File: src/hw/rtl/pf_pkg.sv
`timescale 1ns / 1ps
// ----------------------------------------------------------------------------
// pf_pkg
// Shared types, letter codes and square geometry for the Playfair encryptor.
// ----------------------------------------------------------------------------
package pf_pkg;

  localparam int GRID_SIDE = 5;
  localparam int CELLS     = GRID_SIDE * GRID_SIDE;
  localparam int LETTERS   = 26;
  localparam int CODE_W    = 5;
  localparam int IDX_W     = $clog2(CELLS);
  localparam int RC_W      = $clog2(GRID_SIDE);

  localparam logic [CODE_W-1:0] CODE_I = CODE_W'(8);
  localparam logic [CODE_W-1:0] CODE_J = CODE_W'(9);
  localparam logic [CODE_W-1:0] CODE_X = CODE_W'(23);

  typedef enum logic [1:0] {
    OP_KEY     = 2'd0,
    OP_KEY_END = 2'd1,
    OP_TEXT    = 2'd2,
    OP_MSG_END = 2'd3
  } op_t;

  // Row of a cell index, by compare against each row start
  function automatic logic [RC_W-1:0] cell_row(logic [IDX_W-1:0] p);
    logic [RC_W-1:0] r;
    r = '0;
    for (int k = 1; k < GRID_SIDE; k++) begin
      if (p >= IDX_W'(k * GRID_SIDE)) r = RC_W'(k);
    end
    return r;
  endfunction

  function automatic logic [RC_W-1:0] cell_col(logic [IDX_W-1:0] p);
    logic [IDX_W-1:0] base;
    base = IDX_W'(cell_row(p)) * IDX_W'(GRID_SIDE);
    return RC_W'(p - base);
  endfunction

  function automatic logic [IDX_W-1:0] cell_index(logic [RC_W-1:0] r, logic [RC_W-1:0] c);
    return IDX_W'(r) * IDX_W'(GRID_SIDE) + IDX_W'(c);
  endfunction

  function automatic logic [RC_W-1:0] wrap_inc(logic [RC_W-1:0] v);
    return (v == RC_W'(GRID_SIDE - 1)) ? '0 : RC_W'(v + RC_W'(1));
  endfunction

endpackage

File: src/hw/rtl/pf_pair_rule.sv
`timescale 1ns / 1ps
// ----------------------------------------------------------------------------
// pf_pair_rule
// Maps the cells of a letter pair to the cells of its cipher pair:
// same row shifts right, same column shifts down, else rectangle swap.
// ----------------------------------------------------------------------------
module pf_pair_rule (
  input  logic [pf_pkg::IDX_W-1:0] p1,
  input  logic [pf_pkg::IDX_W-1:0] p2,
  output logic [pf_pkg::IDX_W-1:0] n1,
  output logic [pf_pkg::IDX_W-1:0] n2
);

  logic [pf_pkg::RC_W-1:0] r1, c1, r2, c2;

  assign r1 = pf_pkg::cell_row(p1);
  assign c1 = pf_pkg::cell_col(p1);
  assign r2 = pf_pkg::cell_row(p2);
  assign c2 = pf_pkg::cell_col(p2);

  always_comb begin
    if (r1 == r2) begin
      n1 = pf_pkg::cell_index(r1, pf_pkg::wrap_inc(c1));
      n2 = pf_pkg::cell_index(r2, pf_pkg::wrap_inc(c2));
    end else if (c1 == c2) begin
      n1 = pf_pkg::cell_index(pf_pkg::wrap_inc(r1), c1);
      n2 = pf_pkg::cell_index(pf_pkg::wrap_inc(r2), c2);
    end else begin
      n1 = pf_pkg::cell_index(r1, c2);
      n2 = pf_pkg::cell_index(r2, c1);
    end
  end

endmodule

File: src/hw/rtl/playfair_encryptor_core.sv
`timescale 1ns / 1ps
// ----------------------------------------------------------------------------
// playfair_encryptor_core
// Builds a 5x5 Playfair square from key letters and enciphers a letter
// stream pair by pair.
//
//   channel | ports                                         | direction
//   --------+-----------------------------------------------+----------
//   in      | in_valid, in_stall, in_operation, in_letter   | request in
//   out     | out_valid, out_stall, out_cipher_letter,      | request out
//           | out_last_in_run, out_message_done             |
//
// Key letter, plaintext letter without a pair and end of message with
// nothing pending are handled in S_IDLE. End of key walks the alphabet in S_FILL.
// A completed pair walks S_RD_A, S_RD_B, S_CALC, S_SQ_A and S_SQ_B (one read
// port each on the position and square memories); S_OUT_A, S_OUT_B hand out.
// Reset clears control state and the used-letter mask; the memories keep
// their contents. in_stall stays high until both cipher letters are taken.
// ----------------------------------------------------------------------------
module playfair_encryptor_core (
  input  logic                      clk,
  input  logic                      rst_n,
  input  logic                      in_valid,
  output logic                      in_stall,
  input  logic [1:0]                in_operation,
  input  logic [pf_pkg::CODE_W-1:0] in_letter,
  output logic                      out_valid,
  input  logic                      out_stall,
  output logic [pf_pkg::CODE_W-1:0] out_cipher_letter,
  output logic                      out_last_in_run,
  output logic                      out_message_done
);

  typedef enum logic [3:0] {
    S_IDLE, S_FILL, S_RD_A, S_RD_B, S_CALC, S_SQ_A, S_SQ_B, S_OUT_A, S_OUT_B
  } state_t;

  localparam int CW = pf_pkg::CODE_W;
  localparam int IW = pf_pkg::IDX_W;

  state_t                  state_r, state_nxt;
  logic [pf_pkg::LETTERS-1:0] used_r, used_nxt;
  logic [IW:0]             fill_r, fill_nxt;
  logic [CW-1:0]           walk_r, walk_nxt;
  logic [CW-1:0]           pend_r, pend_nxt;
  logic                    pend_vld_r, pend_vld_nxt;
  logic [CW-1:0]           prev_r, prev_nxt;
  logic                    prev_vld_r, prev_vld_nxt;
  logic [CW-1:0]           a_r, a_nxt, b_r, b_nxt;
  logic                    done_r, done_nxt;
  logic [IW-1:0]           p1_r, p1_nxt, n1_r, n1_nxt, n2_r, n2_nxt;
  logic                    out_valid_r, out_valid_nxt;
  logic [CW-1:0]           out_cl_r, out_cl_nxt;
  logic                    out_last_r, out_last_nxt;
  logic                    out_done_r, out_done_nxt;

  // Memories: one write port, one registered read port each
  logic [CW-1:0] sq_mem [pf_pkg::CELLS];
  logic [IW-1:0] lp_mem [pf_pkg::LETTERS];
  logic [IW-1:0] lp_q_r;
  logic [CW-1:0] sq_q_r;
  logic          wr_en;
  logic [CW-1:0] wr_code;
  logic [CW-1:0] lp_raddr;
  logic [IW-1:0] sq_raddr;
  logic [IW-1:0] rule_n1, rule_n2;

  logic          in_acc, out_acc;
  logic          code_ok;
  logic [CW-1:0] key_code;
  logic          place_ok;
  logic          repeat_hit;

  function automatic logic [CW-1:0] fold_j(logic [CW-1:0] c);
    return (c == pf_pkg::CODE_J) ? pf_pkg::CODE_I : c;
  endfunction

  assign in_stall = (state_r != S_IDLE);
  assign in_acc   = in_valid && !in_stall;
  assign out_acc  = out_valid_r && !out_stall;
  assign code_ok  = (in_letter < CW'(pf_pkg::LETTERS));
  assign key_code = (state_r == S_FILL) ? walk_r : fold_j(in_letter);
  assign wr_code  = key_code;
  assign repeat_hit = prev_vld_r && (prev_r == in_letter);

  always_comb begin
    place_ok = 1'b0;
    if (fill_r < (IW + 1)'(pf_pkg::CELLS) && key_code < CW'(pf_pkg::LETTERS)) begin
      place_ok = !used_r[key_code];
    end
  end

  always_comb begin
    wr_en = 1'b0;
    if (state_r == S_FILL) begin
      wr_en = place_ok && (walk_r != pf_pkg::CODE_J);
    end else if (in_acc && pf_pkg::op_t'(in_operation) == pf_pkg::OP_KEY) begin
      wr_en = place_ok && code_ok;
    end
  end

  always_comb begin
    lp_raddr = fold_j(b_r);
    if (state_r == S_RD_A) lp_raddr = fold_j(a_r);
    sq_raddr = n2_r;
    if (state_r == S_SQ_A) sq_raddr = n1_r;
  end

  always_ff @(posedge clk) begin
    if (wr_en) begin
      sq_mem[fill_r[IW-1:0]] <= wr_code;
      lp_mem[wr_code]        <= fill_r[IW-1:0];
    end
    lp_q_r <= lp_mem[lp_raddr];
    sq_q_r <= sq_mem[sq_raddr];
  end

  pf_pair_rule u_rule (
    .p1 (p1_r),
    .p2 (lp_q_r),
    .n1 (rule_n1),
    .n2 (rule_n2)
  );

  always_comb begin
    state_nxt     = state_r;
    used_nxt      = used_r;
    fill_nxt      = fill_r;
    walk_nxt      = walk_r;
    pend_nxt      = pend_r;
    pend_vld_nxt  = pend_vld_r;
    prev_nxt      = prev_r;
    prev_vld_nxt  = prev_vld_r;
    a_nxt         = a_r;
    b_nxt         = b_r;
    done_nxt      = done_r;
    p1_nxt        = p1_r;
    n1_nxt        = n1_r;
    n2_nxt        = n2_r;
    out_valid_nxt = out_valid_r;
    out_cl_nxt    = out_cl_r;
    out_last_nxt  = out_last_r;
    out_done_nxt  = out_done_r;

    if (wr_en) begin
      used_nxt[wr_code] = 1'b1;
      fill_nxt          = fill_r + (IW + 1)'(1);
    end

    case (state_r)
      S_IDLE: begin
        if (in_acc) begin
          case (pf_pkg::op_t'(in_operation))
            pf_pkg::OP_KEY: begin
            end
            pf_pkg::OP_KEY_END: begin
              walk_nxt  = '0;
              state_nxt = S_FILL;
            end
            pf_pkg::OP_TEXT: begin
              if (code_ok) begin
                prev_nxt     = in_letter;
                prev_vld_nxt = 1'b1;
                done_nxt     = 1'b0;
                if (repeat_hit) begin
                  // insert X between the repeated letters
                  if (pend_vld_r) begin
                    a_nxt        = pend_r;
                    b_nxt        = pf_pkg::CODE_X;
                    pend_nxt     = in_letter;
                    pend_vld_nxt = 1'b1;
                  end else begin
                    a_nxt        = pf_pkg::CODE_X;
                    b_nxt        = in_letter;
                    pend_vld_nxt = 1'b0;
                  end
                  state_nxt = S_RD_A;
                end else if (pend_vld_r) begin
                  a_nxt        = pend_r;
                  b_nxt        = in_letter;
                  pend_vld_nxt = 1'b0;
                  state_nxt    = S_RD_A;
                end else begin
                  pend_nxt     = in_letter;
                  pend_vld_nxt = 1'b1;
                end
              end
            end
            pf_pkg::OP_MSG_END: begin
              prev_vld_nxt = 1'b0;
              if (pend_vld_r) begin
                a_nxt        = pend_r;
                b_nxt        = pf_pkg::CODE_X;
                done_nxt     = 1'b1;
                pend_vld_nxt = 1'b0;
                state_nxt    = S_RD_A;
              end
            end
            default: begin
            end
          endcase
        end
      end
      S_FILL: begin
        walk_nxt = walk_r + CW'(1);
        if (walk_r == CW'(pf_pkg::LETTERS - 1)) state_nxt = S_IDLE;
      end
      S_RD_A: state_nxt = S_RD_B;
      S_RD_B: begin
        p1_nxt    = lp_q_r;
        state_nxt = S_CALC;
      end
      S_CALC: begin
        n1_nxt    = rule_n1;
        n2_nxt    = rule_n2;
        state_nxt = S_SQ_A;
      end
      S_SQ_A: state_nxt = S_SQ_B;
      S_SQ_B: begin
        out_valid_nxt = 1'b1;
        out_cl_nxt    = sq_q_r;
        out_last_nxt  = 1'b0;
        out_done_nxt  = 1'b0;
        state_nxt     = S_OUT_A;
      end
      S_OUT_A: begin
        // sq_q_r holds the second cipher letter while the first waits
        if (out_acc) begin
          out_cl_nxt   = sq_q_r;
          out_last_nxt = 1'b1;
          out_done_nxt = done_r;
          state_nxt    = S_OUT_B;
        end
      end
      S_OUT_B: begin
        if (out_acc) begin
          out_valid_nxt = 1'b0;
          state_nxt     = S_IDLE;
        end
      end
      default: state_nxt = S_IDLE;
    endcase
  end

  always_ff @(posedge clk) begin
    if (!rst_n) begin
      state_r     <= S_IDLE;
      used_r      <= '0;
      fill_r      <= '0;
      walk_r      <= '0;
      pend_r      <= '0;
      pend_vld_r  <= 1'b0;
      prev_r      <= '0;
      prev_vld_r  <= 1'b0;
      out_valid_r <= 1'b0;
    end else begin
      state_r     <= state_nxt;
      used_r      <= used_nxt;
      fill_r      <= fill_nxt;
      walk_r      <= walk_nxt;
      pend_r      <= pend_nxt;
      pend_vld_r  <= pend_vld_nxt;
      prev_r      <= prev_nxt;
      prev_vld_r  <= prev_vld_nxt;
      out_valid_r <= out_valid_nxt;
    end
    a_r        <= a_nxt;
    b_r        <= b_nxt;
    done_r     <= done_nxt;
    p1_r       <= p1_nxt;
    n1_r       <= n1_nxt;
    n2_r       <= n2_nxt;
    out_cl_r   <= out_cl_nxt;
    out_last_r <= out_last_nxt;
    out_done_r <= out_done_nxt;
  end

  assign out_valid         = out_valid_r;
  assign out_cipher_letter = out_cl_r;
  assign out_last_in_run   = out_last_r;
  assign out_message_done  = out_done_r;

endmodule

File: config.mk
export PLATFORM = sky130hd
export DESIGN_NAME = playfair_encryptor_core
export DESIGN_NICKNAME = d
export VERILOG_FILES = /design/src/hw/rtl/pf_pkg.sv /design/src/hw/rtl/pf_pair_rule.sv /design/src/hw/rtl/playfair_encryptor_core.sv
export SDC_FILE = /design/constraint.sdc
export NUM_CORES = 1
export LEC_CHECK = 0
export ABC_AREA = 1
export BUFFER_PORTS_ARGS = -buffer_cell sky130_fd_sc_hd__clkbuf_2
export CAP_MARGIN = 0
export CORE_UTILIZATION = 60
export DETAILED_ROUTE_END_ITERATION = 12
export PLACE_DENSITY = 0.82
export REMOVE_ABC_BUFFERS = 1
export SETUP_SLACK_MARGIN = 0.3
export SLEW_MARGIN = 20
export SYNTH_ARGS = -nofsm -noshare
export SYNTH_HDL_FRONTEND = slang
export SYNTH_HIERARCHICAL = 1
export SYNTH_SLANG_ARGS = --single-unit
File: constraint.sdc
create_clock -name clk -period 4.6 [get_ports clk]
set_input_delay 0.92 -clock clk [delete_from_list [all_inputs] [get_ports clk]]
set_output_delay 0.92 -clock clk [all_outputs]
set_load 0.02 [all_outputs]
==> results of run 1 <==
-- per-layer routing --
| metal | vias to the layer above | global-route usage | wire, µm |
|---|---|---|---|
| met5 | - | 0 | 0 |
| met4 | 0 | 0.112 | 1410 |
| met3 | 111 | 0.0421 | 3240 |
| met2 | 618 | 0.469 | 19000 |
| met1 | 6038 | 0.347 | 15600 |
| li1 | 6020 | - | - |
-- registers in the layout, indices dropped and copies added, names as in the netlist, 6 cells and up --
name	cells
fill_r	6
used_r	26
lp_mem	130
sq_mem	125
-- area by class of cell --
| type | instances | area, µm² | area share |
|---|---|---|---|
| repair buffers | 43 | 275 | 0.0148 |
| inverters | 194 | 731 | 0.0392 |
| multi-input cells | 1144 | 6120 | 0.328 |
| clock buffers | 48 | 976 | 0.0523 |
| flip-flops and latches | 352 | 9930 | 0.532 |
| clock inverters | 17 | 149 | 0.00798 |
| well taps | 378 | 473 | 0.0254 |
-- cells by family after synthesis --
kind of cell    synth area share
compound gates            0.0848
flops                      0.581
buf+inv                   0.0617
xor+xnor                  0.0108
fa+ha+maj                 0.0431
simple gates               0.218
-- path summary, 6_finish.rpt --
kind	start	end	slack [ns]	depth (start not counted)
max	p1_r[2]	n1_r[4]	0.70	21
max reg2reg	p1_r[2]	n1_r[4]	0.70	21
min	sq_q_r[1]	out_cipher_letter[1]	0.40	0
min reg2reg	sq_q_r[1]	out_cipher_letter[1]	0.40	0
-- metrics by stage --
stage / util / hold WS [ns] / setup slack [ns]
5_1_grt: 0.670 / 0.411 / 0.399
3_5_place_dp: 0.629 / 0.389 / 0.667
3_3_place_gp: 0.629 / 0.387 / 0.798
4_1_cts: 0.670 / 0.402 / 0.673
6_report: 0.670 / 0.403 / 0.704
2_1_floorplan: - / 0.386 / 0.683
-- synthesized netlist by cell type (4+ instances only) --
cell | n | share of area
a21o_1 | 4 | 0.0018
a21oi_1 | 67 | 0.020
buf_2 | 18 | 0.0053
buf_6 | 5 | 0.0033
clkbuf_1 | 45 | 0.0099
dfxtp_1 | 64 | 0.075
edfxtp_1 | 288 | 0.51
fa_1 | 8 | 0.0094
ha_1 | 46 | 0.034
inv_1 | 185 | 0.041
inv_2 | 7 | 0.0015
nand2_1 | 352 | 0.077
nand2_2 | 11 | 0.0040
nand2_4 | 8 | 0.0053
nand3_1 | 195 | 0.057
nand3b_1 | 47 | 0.021
nor2_1 | 183 | 0.040
nor2_4 | 6 | 0.0040
nor3_1 | 11 | 0.0032
o21ai_0 | 96 | 0.028
o21ai_1 | 6 | 0.0018
o21ai_2 | 6 | 0.0031
o21bai_1 | 23 | 0.010
o221ai_1 | 30 | 0.015
o22ai_1 | 4 | 0.0015
xnor2_1 | 9 | 0.0046
xor2_1 | 12 | 0.0062
-- power breakdown --
group / internal [mW] / total, mW / switching, mW
logic: 0.318 / 1.06 / 0.741
registers: 3.56 / 3.59 / 0.0288
clock network: 1.61 / 2.80 / 1.19
-- worst max-delay path: stages, from the launching register on --
cell      delay, ns
edfxtp_1       0.47
nor2_1         0.16
nand2_2        0.08
nand2_4        0.12
nand2_4        0.07
nand2_4        0.10
nand2_1        0.10
inv_1          0.15
ha_1           0.17
inv_1          0.05
fa_1           0.37
xor2_1         0.20
nand3b_1       0.15
nand2_2        0.14
ha_1           0.37
ha_1           0.30
a21o_1         0.16
a21oi_1        0.15
xnor2_1        0.13
nand3_1        0.09
nand3_1        0.08
nand2_1        0.05
==> impl_metrics.json, run 1 <==
{
  "outcome": "complete, no violations",
  "synth_cells": 1759,
  "hold_buffers": 0,
  "worst_clock_skew_ns": 0.0295,
  "hpwlAfterDp_mm": 25.7,
  "grt_pass1_vias": 12300,
  "syn_to_final_growth_pct": 9.22,
  "placed_area_um2": 17500,
  "path_clk_slew_ns": 0.06,
  "fill_cells": 2082,
  "cts_tree": "done",
  "htree_levels": 2,
  "finalMaxSlewViolations": 0,
  "drv_cap": 0,
  "grt_max_degree": 47,
  "die-area_um2": 29100,
  "power_mw": 7.45,
  "dieHeight_um": 171,
  "portBuffers": 19,
  "initial_core_util": 0.613,
  "hold_viol_final": 0,
  "endpoint_kind": "register",
  "antennaDiodeCount": 0,
  "antenna_left": 0,
  "grt.total_usage": 0.274,
  "finalNonFillerCells": 2176,
  "powerDensity_nw_per_um2": 399,
  "synth-edff-count": 288,
  "drt_iter0_markers": 1570,
  "tns_ns": 0,
  "gp_congestion": 0.953,
  "floorplan.rows": 61,
  "ys_seq_elements": 352,
  "final_cell_mix": "nand2_1 (351), edfxtp_1 (288), nand3_1 (195)",
  "wl_mm": 39.3,
  "io-pin-count": 20,
  "crit_arrival_ns": 4.18,
  "path_class": "register to register",
  "crit_fanout": 9,
  "grt_pass1_wl_mm": 61.8,
  "synth_warnings": 6,
  "core_um2": 27900,
  "final_common_cell": "nand2_1",
  "synth_area_um2": 17100,
  "startpoint_type": "register",
  "worstMarginPinSlew_ns": 1.07,
  "ys_types": 43,
  "viasPerCell": 5.88,
  "worst_slew_margin_rel": 0.287,
  "worstHoldPathType": "register to register",
  "drive_gt1_frac": 0.0784,
  "ys_async_sr_fraction": 0,
  "yosysSeqAreaShare": 0.581,
  "rsz0062_at_grt": "false",
  "cts_made_buffers": 36,
  "cts.sinks": 352,
  "setup_viol_count_final": 0,
  "layout_min_cycle_time_ns": 3.90,
  "antenna_found_initial": 0,
  "fp.dieW_um": 171,
  "design_area_um2": 18700,
  "fin_nets": 1836,
  "synth_area_per_cell_um2": 9.71,
  "post_cts_buffers": 0,
  "ir_worst_vdd_mv": 0.340,
  "firstDrtPassIters": 5,
  "overflow": 0,
  "clk_latency_ns": 0.53,
  "cts_root_buf": "clkbuf_16",
  "synthFlopType": "edfxtp_1",
  "remaining_drc_errors": 0,
  "min_period_over_period": 0.847,
  "vias": 12800,
  "dp_cells": 2111,
  "avgRoutedWirePerCell_um": 18.1,
  "fmaxAchievable_ghz": 0.257,
  "p_leak_nw": 7.38,
  "crit_required_ns": 4.88,
  "cts_resized": 0,
  "cts_buffer_depth": 3
}
Power figures use the tool's default switching activity.
==> run 2, diff against run 1 <==
--- a/config.mk
+++ b/config.mk
@@ -5,10 +5,10 @@
 export SDC_FILE = /design/constraint.sdc
 export NUM_CORES = 1
 export LEC_CHECK = 0
-export ABC_AREA = 1
+export ABC_AREA = 0
 export BUFFER_PORTS_ARGS = -buffer_cell sky130_fd_sc_hd__clkbuf_2
 export CAP_MARGIN = 0
-export CORE_UTILIZATION = 60
+export CORE_UTILIZATION = 57
 export DETAILED_ROUTE_END_ITERATION = 12
 export PLACE_DENSITY = 0.82
 export REMOVE_ABC_BUFFERS = 1
==> constraint.sdc (replaced) <==
create_clock -name clk -period 3.4 [get_ports clk]
set_input_delay 0.68 -clock clk [delete_from_list [all_inputs] [get_ports clk]]
set_output_delay 0.68 -clock clk [all_outputs]
set_load 0.02 [all_outputs]
==> impl_metrics.json, run 2 <==
{
  "outcome": "finished, violations left",
  "violations": "setup timing",
  "setup_viol_count_final": 5,
  "endpoint_kind": "register",
  "antenna_found_initial": 0,
  "layout_min_cycle_time_ns": 3.51,
  "synth_area_leaders": "edfxtp_1 (52%), mux2i_1 (8.1%), dfxtp_1 (7.6%)",
  "fin_nets": 1530,
  "crit_required_ns": 3.66,
  "yosysSeqAreaShare": 0.593,
  "overflow": 0,
  "cts_tree": "done",
  "slowest_delay_ns": 0.46,
  "synth_common_cells": "edfxtp_1 (288), mux2i_1 (136), nand2_1 (114)",
  "htree_levels": 2,
  "startpoint": "p1_r[1]",
  "firstDrtPassIters": 6,
  "synthMostInstantiatedCell": "edfxtp_1",
  "drv_cap": 0,
  "clk_latency_ns": 0.54,
  "vias": 12000,
  "final_common_cell": "edfxtp_1",
  "synth_cells": 1291,
  "synth-edff-count": 288,
  "holdCritStartpoint": "sq_q_r[2]",
  "ys_types": 79,
  "floorplan.rows": 62,
  "top_register": "lp_mem",
  "synth_largest_area_cell": "edfxtp_1",
  "startpoint_type": "register",
  "portBuffers": 19,
  "critPathBufInv": 3,
  "cts_made_buffers": 36,
  "drive_gt1_frac": 0.284,
  "viasPerCell": 6.39,
  "powerDensity_nw_per_um2": 528,
  "cts_root_buf": "clkbuf_16",
  "crit_chain": "buf_6 > nor2_1 > a221o_1 > and2_4 > ha_4 > inv_2 > fa_2 > buf_4 > ha_4 > ha_2 > fa_1 > mux2_4 > nand2_1 > o21ai_1",
  "cts.sinks": 352,
  "yosysTopAreaCellShare": 0.516,
  "fmaxAchievable_ghz": 0.285,
  "remaining_drc_errors": 0,
  "crit_slowest_cell": "fa_2",
  "whs_ns": 0.405,
  "ir_worst_vdd_mv": 0.405,
  "hold_buffers": 0,
  "r2r_start": "p1_r[1]",
  "synth_area_um2": 16800,
  "largest_reg_flops": 130,
  "antennaDiodeCount": 0,
  "finalMaxSlewViolations": 0,
  "rsz0062_at_grt": "true",
  "wl_mm": 44.5,
  "dieHeight_um": 173,
  "final_cell_mix": "edfxtp_1 (288), buf_4 (147), mux2i_1 (130)",
  "hold_viol_final": 0,
  "fp.dieW_um": 173,
  "ys_seq_elements": 352,
  "die-area_um2": 30100,
  "grt_pass1_vias": 11500,
  "crit_path_frequent_cell": "ha_4",
  "drt_iter0_markers": 1185,
  "min_period_over_period": 1.03,
  "path_class": "register to register",
  "crit_arrival_ns": 3.77,
  "synth_area_per_cell_um2": 13.0,
  "grt.total_usage": 0.272,
  "syn_to_final_growth_pct": 23.5,
  "io-pin-count": 20,
  "path_clk_slew_ns": 0.06,
  "p_leak_nw": 7.76,
  "antenna_left": 0,
  "grt_max_degree": 61,
  "preCtsSetupSlack_ns": -0.389,
  "core_um2": 28800,
  "avgRoutedWirePerCell_um": 23.7,
  "ys_async_sr_fraction": 0,
  "path_delay_family": "adder cells",
  "worstHoldPathType": "register to register",
  "worst_slew_margin_rel": 0.164,
  "hpwlAfterDp_mm": 24.3,
  "synthFlopType": "edfxtp_1",
  "worstMarginPinSlew_ns": 1.25,
  "synth_warnings": 6,
  "layout_setup_ws_ns": -0.110,
  "gp_congestion": 0.860,
  "cts_buffer_depth": 3,
  "worst_clock_skew_ns": 0.0269,
  "power_mw": 10.9,
  "crit_fanout": 4,
  "initial_core_util": 0.582,
  "grt_pass1_wl_mm": 63.5
}
run 2: changes by cell type in the layout (fill, tap and decap cells not counted), moves of 30 or more:
cell / delta
o221ai_1: -30
inv_1: -153
o21ai_0: -67
nand3b_1: -47
buf_4: +123
nor2_1: -138
nand3_1: -179
mux2i_1: +130
and2_1: +33
nand2_1: -238
run 2: metal layers:
layer  vias to the layer above  GRT usage  routed length, µm
met1                      5915      0.354              17100
met3                       118     0.0393               3630
met2                       685      0.463              22400
met5                         -          0                  0
met4                         0      0.106               1340
li1                       5264          -                  -
run 2: stage by stage:
| step | util | cells | cell area, µm² | setup TNS, ns |
|---|---|---|---|---|
| 2_1_floorplan | - | 1215 | 16400 | -331.82 |
| 3_3_place_gp | 0.628 | 1750 | 18100 | -31.46 |
| 3_5_place_dp | 0.628 | 1750 | 18100 | -54.55 |
| 4_1_cts | 0.693 | 1832 | 19900 | -0.744 |
| 5_1_grt | 0.719 | 1875 | 20700 | -1.79 |
| 6_report | 0.719 | 1875 | 20700 | -0.392 |
run 2: report_power, final:
part	switching [mW]	internal (mW)
Clock	1.66	2.22
Sequential	0.0441	4.80
Combinational	1.23	0.963
run 2: cells by family (layout without fill, tap and decap cells):
group	count (synthesis)	after routing	share of synthesized area
XOR/XNOR	23	23	0.0125
flip-flops	352	352	0.593
buffers and inverters	115	313	0.0314
AND/OR/NAND/NOR	351	353	0.112
multiplexers	160	160	0.106
adder cells (fa/ha/maj)	54	54	0.0439
AO/OA/AOI/OAI	236	236	0.103
run 2: final cells by class:
type	instances	area [µm²]
clock buffer	48	1030
clock inverter	16	126
inverter	39	146
multi-input combinational	826	7110
sequential	352	9940
timing repair buffer	210	1870
tap	384	480
fill	1679	8080
run 2: what timing repair did:
action | 4_1_cts | 5_1_grt
cloned | 3 | 5
endpoints found under the hold margin | 0 | 0
gates resized for setup | 119 | 88
setup endpoints to repair | 287 | 286
pin swaps | 41 | 43
buffers inserted | 15 | 38
run 2: path summary, 6_finish.rpt:
kind	depth (start not counted)	to	slack, ns
setup / recovery	14	n1_r[2]	-0.11
hold reg to reg	0	out_cipher_letter[2]	0.40
setup reg to reg	14	n1_r[2]	-0.11
hold / removal	0	out_cipher_letter[2]	0.40
